File: config.mk
export PLATFORM = sky130hd
export DESIGN_NAME = gated_moving_average_filter
export DESIGN_NICKNAME = d
export VERILOG_FILES = /design/src/rtl/gma_pkg.sv /design/src/rtl/gated_moving_average_filter.sv
export SDC_FILE = /design/constraint.sdc
export NUM_CORES = 2
export LEC_CHECK = 0
export BUFFER_PORTS_ARGS = -buffer_cell sky130_fd_sc_hd__buf_4
export CORE_ASPECT_RATIO = 1.2
export CORE_UTILIZATION = 55
export DETAILED_ROUTE_END_ITERATION = 10
export GPL_ROUTABILITY_DRIVEN = 0
export PLACE_DENSITY = 0.71
export REMOVE_ABC_BUFFERS = 1
export SLEW_MARGIN = 5
export SYNTH_ARGS = -nofsm -noshare
export SYNTH_HDL_FRONTEND = slang
export SYNTH_SLANG_ARGS = --single-unit
File: constraint.sdc
create_clock -name clk -period 14.2 [get_ports clk]
set_clock_uncertainty 0.05 [all_clocks]
set_input_delay 2.84 -clock clk [delete_from_list [all_inputs] [get_ports clk]]
set_output_delay 2.84 -clock clk [all_outputs]
set_load 0.02 [all_outputs]
File: src/rtl/gma_pkg.sv
// Package for the gated moving average filter: sizes, state type.
package gma_pkg;

	localparam int WINDOW_DEPTH = 50;
	localparam int DATA_W       = 32;
	localparam int HELD_W       = 6;
	localparam int CNT_W        = $clog2(WINDOW_DEPTH + 1);
	localparam int PTR_W        = (WINDOW_DEPTH > 1) ? $clog2(WINDOW_DEPTH) : 1;
	localparam int SUM_W        = DATA_W + CNT_W;
	localparam int STEP_W       = $clog2(SUM_W + 1);

	localparam logic [DATA_W-1:0] LIMIT_RESET = 32'h0100_0000;

	typedef enum logic [1:0] {
		ST_IDLE,
		ST_UPDATE,
		ST_DIVIDE,
		ST_FINISH
	} state_t;

endpackage

File: src/rtl/gated_moving_average_filter.sv
// Gated moving average filter: outlier gate, sample window RAM, serial divider.
//
// Input channel: interval_sample with in_valid / in_stall. A sample whose
// absolute difference from the current average is below reject_limit is
// written into a 50-entry window RAM and added to the running sum; the
// oldest sample is subtracted once the window is full.
// Output channel: average_interval, sample_accepted, samples_held with
// out_valid / out_stall, one result per input item, held in an output register.
// Sequence: an accepted sample passes through update (the oldest entry is
// read at the accepting edge), the restoring divide of the 38-bit sum by
// the count and the output load in the finish state. A rejected sample goes
// straight to finish. The next item can be taken in the cycle after the load,
// so the block takes no new sample while one is in progress.
// Stall: a full output register with out_stall high holds the finished
// result in the finish state and keeps in_stall high.
// Reset: arst_n clears count, pointer, sum, average and reject_limit
// returns to 1.0 (Q8.24). The window RAM is not cleared; an entry read
// is used only once written.
// Configuration: cfg_wr_en / cfg_wr_data write reject_limit; write it only
// while the block is idle.
module gated_moving_average_filter
	import gma_pkg::*;
(
	input  logic              clk,
	input  logic              arst_n,
	input  logic              cfg_wr_en,
	input  logic [DATA_W-1:0] cfg_wr_data,
	input  logic              in_valid,
	output logic              in_stall,
	input  logic [DATA_W-1:0] interval_sample,
	output logic              out_valid,
	input  logic              out_stall,
	output logic [DATA_W-1:0] average_interval,
	output logic              sample_accepted,
	output logic [HELD_W-1:0] samples_held
);

	state_t state_q, state_d;

	logic [DATA_W-1:0] limit_q;
	logic [DATA_W-1:0] avg_q;
	logic [SUM_W-1:0]  sum_q;
	logic [CNT_W-1:0]  count_q;
	logic [PTR_W-1:0]  wptr_q;
	logic [DATA_W-1:0] sample_q;
	logic              accept_q;
	logic [DATA_W-1:0] rd_data_q;
	logic [SUM_W-1:0]  dividend_q;
	logic [CNT_W-1:0]  rem_q;
	logic [STEP_W-1:0] step_q;
	logic              out_valid_q;
	logic [DATA_W-1:0] out_avg_q;
	logic              out_acc_q;
	logic [CNT_W-1:0]  out_count_q;

	logic [DATA_W-1:0] sample_window [WINDOW_DEPTH];

	logic              in_take;
	logic              out_take;
	logic              out_load;
	logic [DATA_W-1:0] diff;
	logic              gate_pass;
	logic [CNT_W:0]    trial;
	logic              trial_ge;
	logic              div_last;

	// Gate: compare distance from the current average with the limit
	always_comb begin
		diff      = (interval_sample >= avg_q) ? (interval_sample - avg_q)
		                                       : (avg_q - interval_sample);
		gate_pass = diff < limit_q;
	end

	// One restoring divide step
	always_comb begin
		trial    = {rem_q, dividend_q[SUM_W-1]};
		trial_ge = trial >= {1'b0, count_q};
		div_last = step_q == STEP_W'(1);
	end

	assign in_take  = in_valid && !in_stall;
	assign out_take = out_valid_q && !out_stall;

	// Next state and handshake outputs
	always_comb begin
		state_d  = state_q;
		in_stall = 1'b1;
		out_load = 1'b0;
		unique case (state_q)
			ST_IDLE: begin
				in_stall = 1'b0;
				if (in_valid) begin
					state_d = gate_pass ? ST_UPDATE : ST_FINISH;
				end
			end
			ST_UPDATE: begin
				state_d = ST_DIVIDE;
			end
			ST_DIVIDE: begin
				if (div_last) begin
					state_d = ST_FINISH;
				end
			end
			ST_FINISH: begin
				if (!out_valid_q || !out_stall) begin
					out_load = 1'b1;
					state_d  = ST_IDLE;
				end
			end
			default: state_d = ST_IDLE;
		endcase
	end

	// State register
	always_ff @(posedge clk or negedge arst_n) begin
		if (!arst_n) begin
			state_q <= ST_IDLE;
		end else begin
			state_q <= state_d;
		end
	end

	// Filter state and configuration
	always_ff @(posedge clk or negedge arst_n) begin
		if (!arst_n) begin
			limit_q     <= LIMIT_RESET;
			avg_q       <= '0;
			sum_q       <= '0;
			count_q     <= '0;
			wptr_q      <= '0;
			out_valid_q <= 1'b0;
		end else begin
			if (cfg_wr_en) begin
				limit_q <= cfg_wr_data;
			end
			// Drop the oldest sample once full, add the new one
			if (state_q == ST_UPDATE) begin
				if (count_q == CNT_W'(WINDOW_DEPTH)) begin
					sum_q <= sum_q - SUM_W'(rd_data_q) + SUM_W'(sample_q);
				end else begin
					sum_q   <= sum_q + SUM_W'(sample_q);
					count_q <= count_q + CNT_W'(1);
				end
				wptr_q <= (wptr_q == PTR_W'(WINDOW_DEPTH - 1)) ? '0 : wptr_q + PTR_W'(1);
			end
			// Take the quotient as the new average
			if (state_q == ST_DIVIDE && div_last) begin
				avg_q <= DATA_W'({dividend_q[SUM_W-2:0], trial_ge});
			end
			if (out_load) begin
				out_valid_q <= 1'b1;
			end else if (out_take) begin
				out_valid_q <= 1'b0;
			end
		end
	end

	// Item capture, divider and output payload
	always_ff @(posedge clk) begin
		if (in_take) begin
			sample_q <= interval_sample;
			accept_q <= gate_pass;
		end
		if (state_q == ST_UPDATE) begin
			dividend_q <= (count_q == CNT_W'(WINDOW_DEPTH))
			              ? sum_q - SUM_W'(rd_data_q) + SUM_W'(sample_q)
			              : sum_q + SUM_W'(sample_q);
			rem_q      <= '0;
			step_q     <= STEP_W'(SUM_W);
		end else if (state_q == ST_DIVIDE) begin
			dividend_q <= {dividend_q[SUM_W-2:0], trial_ge};
			rem_q      <= trial_ge ? CNT_W'(trial - {1'b0, count_q}) : CNT_W'(trial);
			step_q     <= step_q - STEP_W'(1);
		end
		if (out_load) begin
			out_avg_q   <= avg_q;
			out_acc_q   <= accept_q;
			out_count_q <= count_q;
		end
	end

	// Window RAM: read the slot at accept, write it during update
	always_ff @(posedge clk) begin
		if (in_take) begin
			rd_data_q <= sample_window[wptr_q];
		end
		if (state_q == ST_UPDATE) begin
			sample_window[wptr_q] <= sample_q;
		end
	end

	assign out_valid        = out_valid_q;
	assign average_interval = out_avg_q;
	assign sample_accepted  = out_acc_q;
	assign samples_held     = HELD_W'(out_count_q);

	// A result is loaded only from the finish state
	a_load_from_finish: assert property (@(posedge clk) disable iff (!arst_n)
		$rose(out_valid) |-> $past(state_q) == ST_FINISH)
		else $error("output loaded outside finish state");

	// The count never passes the window depth
	a_count_bound: assert property (@(posedge clk) disable iff (!arst_n)
		count_q <= CNT_W'(WINDOW_DEPTH))
		else $error("sample count above window depth");

	// The divider never runs with an empty window
	a_div_nonzero: assert property (@(posedge clk) disable iff (!arst_n)
		state_q == ST_DIVIDE |-> count_q != '0)
		else $error("divide by zero count");

	// A taken item leaves idle at once
	a_take_leaves_idle: assert property (@(posedge clk) disable iff (!arst_n)
		in_take |=> state_q != ST_IDLE)
		else $error("idle after taking an item");

endmodule
==> impl_metrics.csv <==
group,metric,value,unit
layout,post_layout_nonfiller_instances,7140,
clock_network,clock_buffer_count_from_cts,168,
sta,grt_setup_unrepaired,"false",
clock_network,cts_root_buffer_type,"sky130_fd_sc_hd__clkbuf_16",
yosys,ys_ff_latch,1871,
yosys,post_synthesis_compound_gate_area_fraction,0.146,
die,core_area,138000,sq um
yosys,synth_enable_flop_cells,1742,
sta,post-route-period-util,0.559,
global_routing,grt_remaining_overflow,0,
power_and_ir_drop,power.net_switching,5.71,mW
die,die_w,343,microns
yosys,synth.yosys.seq_area_share,0.722,
yosys,yosys_most_used_dff,"sky130_fd_sc_hd__edfxtp_1",
sta,tightest_slew,1.04,ns
power_and_ir_drop,power.switching_fraction,0.340,
power_and_ir_drop,worst_ir_drop_vdd,0.183,mV
detailed_routing,drt-wirelength-per-cell,28.3,microns
yosys,yosysTopAreaCellShare,0.681,
layout,stdcell_area,85900,sq um
die,boundaryPins,110,
sta,achievable-frequency,126,MHz
global_routing,grtUsageTotal,0.285,
layout,flow.area_growth_from_synthesis,11.8,%
yosys,synth_area_leaders,"sky130_fd_sc_hd__edfxtp_1, sky130_fd_sc_hd__a22oi_1, sky130_fd_sc_hd__dfrtp_1",
global_routing,maximum_number_of_pins_on_one_net_before_global_route_repair,125,
global_routing,grt_first_pass_wirelength,296000,microns
yosys,synthDominantAreaCellType,"sky130_fd_sc_hd__edfxtp_1",
layout,n_fill_cell,9829,
place,place.detailed.hpwl,114000,microns
die,start_util,0.557,
layout,core_util_final,0.623,
detailed_routing,drt_pass1_iterations,5,
power_and_ir_drop,total_leakage_power,29.0,nW
run,max_cap_violations,0,
power_and_ir_drop,finalPower,16.8,mW
detailed_routing,drt_first_iter_violations,5641,
sta,finalCriticalPeriod,7.94,ns
detailed_routing,detailed_route_vias_per_instance,6.60,
detailed_routing,route.final.wire_length,202000,microns
yosys,post_synthesis_share_of_cell_area_spent_on_and_or_nand_and_nor_gates,0.0423,
yosys,largest_family_of_logic_cells_by_synthesized_area,"compound AO/OA/AOI/OAI gates",
status,result_of_the_run,"finished, final reports clean",
worst_setup_path,timing.setup.critical_path_class,"in -> reg",
power_and_ir_drop,pwr-share-clk,0.272,
layout,multiInputGateArea,19600,sq um
power_and_ir_drop,pwr_density_cell,195,nW/um^2
die,die_height,411,microns
layout,layout-drive-gt1-share,0.115,
clock_network,tritoncts_num_sinks,1871,
detailed_routing,remaining_drc_errors,0,
place,port_buffers,109,
yosys,yosys-mux-area-fraction,0.0101,
sta,slew_viol_final,0,
worst_setup_path,path_max_fanout,24,
clock_network,tritoncts,"done",
detailed_routing,route.antenna.remaining_nets,0,
sta,max-slew-margin-rel,0.302,
worst_setup_path,worst_setup_path_end_kind,"register",
yosys,ys.warnings.count,0,
yosys,leading_cell_type_by_number_of_instances_after_synthesis,"sky130_fd_sc_hd__edfxtp_1",
min_path,hold_path_class,"reg -> reg",
global_routing,antenna_found_initial,1,
global_routing,first_global_vias,46400,
clock_network,cts.htree.levels,4,
layout,register_area,55500,sq um
clock_network,worstSkewPairLatency,0.81,ns
yosys,synth.cell_area,76800,sq um
place,postPlaceCellArea,80300,sq um
worst_setup_path,worst_ep_required_time,14.84,ns
clock_network,post_cts_resize_count,0,
power_and_ir_drop,combinationalPowerShare,0.322,
power_and_ir_drop,power_frac_seq,0.405,
yosys,synthesis.instances,5057,
clock_network,post_cts_buffers,0,
die,placementRows,149,
yosys,yosys.area_share.xor_xnor,0.0119,
yosys,synth_cell_type_count,86,
clock_network,clk_transition_reported_paths,0.06,ns
clock_network,ctsHoldBuffers,0,
sta,timing.final.setup_violations,0,
place,dpl.cell_count,6827,
layout,layout.nets,5475,
die,die-area,141000,sq um
yosys,ys_async_sr_fraction,0.0625,
sta,finalHoldViolations,0,
worst_setup_path,worst-endpoint-arrival,8.58,ns
detailed_routing,vias,47200,
yosys,syn_area_per_cell,15.2,sq um
clock_network,clockBufferDepth,3,
worst_setup_path,critical_path_startpoint_category,"input pin",
yosys,yosys.area_share.adder,0.0395,
power_and_ir_drop,cell_internal_power_dissipation,11.1,mW
yosys,synthTopCellsByCount,"sky130_fd_sc_hd__edfxtp_1, sky130_fd_sc_hd__a22oi_1, sky130_fd_sc_hd__inv_1",
## layout make-up
| cell class | instances | share of cell area |
|---|---|---|
| Clock buffer | 216 | 0.0535 |
| Antenna cell | 1 | 0.0000291 |
| Multi-Input combinational cell | 2631 | 0.229 |
| Inverter | 269 | 0.0118 |
| Tap cell | 1812 | 0.0264 |
| Timing Repair Buffer | 244 | 0.0227 |
| Clock inverter | 96 | 0.0109 |
| Sequential cell | 1871 | 0.646 |
## flip-flops by register name, indices dropped and copies added (netlist names), 32 cells and up
name / cells
sample_window: 1600
sample_q: 32
average_interval: 32
limit_q: 32
rd_data_q: 32
sum_q: 38
avg_q: 32
dividend_q: 38
## cell families (layout without fill, tap and decap cells)
logic type | after synthesis | count (layout)
DFF | 1871 | 1871
AOI/OAI and AO/OA | 1556 | 1556
and+or+nand+nor | 677 | 677
buffers and inverters | 555 | 825
adders and majority gates | 221 | 221
xor gates and xnor gates | 104 | 104
muxes | 73 | 73
other | 0 | 1
## stage by stage
| stage | setup WS (ns) | setup TNS (ns) | hold slack [ns] |
|---|---|---|---|
| CTS | 6.39 | 0 | 0.402 |
| floorplan | -1.34 | -615.10 | 0.350 |
| global placement | 5.64 | 0 | 0.377 |
| detailed placement | 5.55 | 0 | 0.388 |
| finish | 6.26 | 0 | 0.394 |
| global route | 5.94 | 0 | 0.408 |
## cells in the final DEF, fill, tap and decap left out, drive strengths merged, types with 36 or more instances in the layout
cell	synthesis	routed
nand2	184	184
mux2	36	36
dfrtp	116	116
nand4	108	108
mux2i	37	37
edfxtp	1742	1742
fa	36	36
nand3	42	42
xor2	49	49
a221oi	108	108
nor3	41	41
o21ai	165	165
inv	268	269
xnor2	55	55
nor2	194	194
a22oi	570	570
a21o	79	79
a22o	105	105
a31oi	55	55
a21oi	197	197
buf	145	244
o211ai	47	47
clkinv	1	70
ha	185	185
clkbuf	141	216
## per-layer routing
metal	vias up	routed length [microns]	GRT usage
met5	-	0	0
met4	0	6600	0.0961
met3	398	20100	0.0494
met2	2804	100000	0.482
met1	23600	75400	0.372
li1	20300	-	-
## power groups by stage
stage	Clock, mW	Sequential, mW	Combinational, mW
3_5_place_dp	0	6.91	5.31
2_1_floorplan	0	7.04	3.60
4_1_cts	4.60	6.79	5.35
3_3_place_gp	0	6.89	5.22
5_1_grt	4.81	6.82	5.86
6_report	4.57	6.79	5.41
## final timing paths
path | start | to | slack (ns) | cells after the start
worst max register to register | avg_q[13] | state_q[1] | 7.96 | 19
worst min register to register | accept_q | sample_accepted | 0.39 | 0
min in group asynchronous | arst_n | sum_q[1] | 2.02 | 1
worst min-delay path | accept_q | sample_accepted | 0.39 | 0
max in group asynchronous | arst_n | wptr_q[5] | 10.82 | 2
worst max-delay path | interval_sample[13] | state_q[1] | 6.26 | 21
## worst max-delay path: stages
cell and delay, ns:
sky130_fd_sc_hd__buf_4 0.09, sky130_fd_sc_hd__inv_1 0.04, sky130_fd_sc_hd__ha_1 0.49, sky130_fd_sc_hd__nand4_1 0.32, sky130_fd_sc_hd__nor4_1 0.66, sky130_fd_sc_hd__nor2_1 0.10
sky130_fd_sc_hd__o21ai_1 0.19, sky130_fd_sc_hd__a2bb2oi_2 0.23, sky130_fd_sc_hd__nand2b_1 0.75, sky130_fd_sc_hd__buf_4 0.35, sky130_fd_sc_hd__nand2_1 0.06, sky130_fd_sc_hd__o21ai_0 0.18
sky130_fd_sc_hd__o21ai_0 0.22, sky130_fd_sc_hd__xor2_1 0.18, sky130_fd_sc_hd__ha_1 0.30, sky130_fd_sc_hd__nand4_1 0.09, sky130_fd_sc_hd__nor3_1 0.28, sky130_fd_sc_hd__nand3_1 0.18
sky130_fd_sc_hd__a211oi_1 0.45, sky130_fd_sc_hd__nor3_1 0.21, sky130_fd_sc_hd__o311ai_0 0.34
Power figures use the tool's default switching activity.
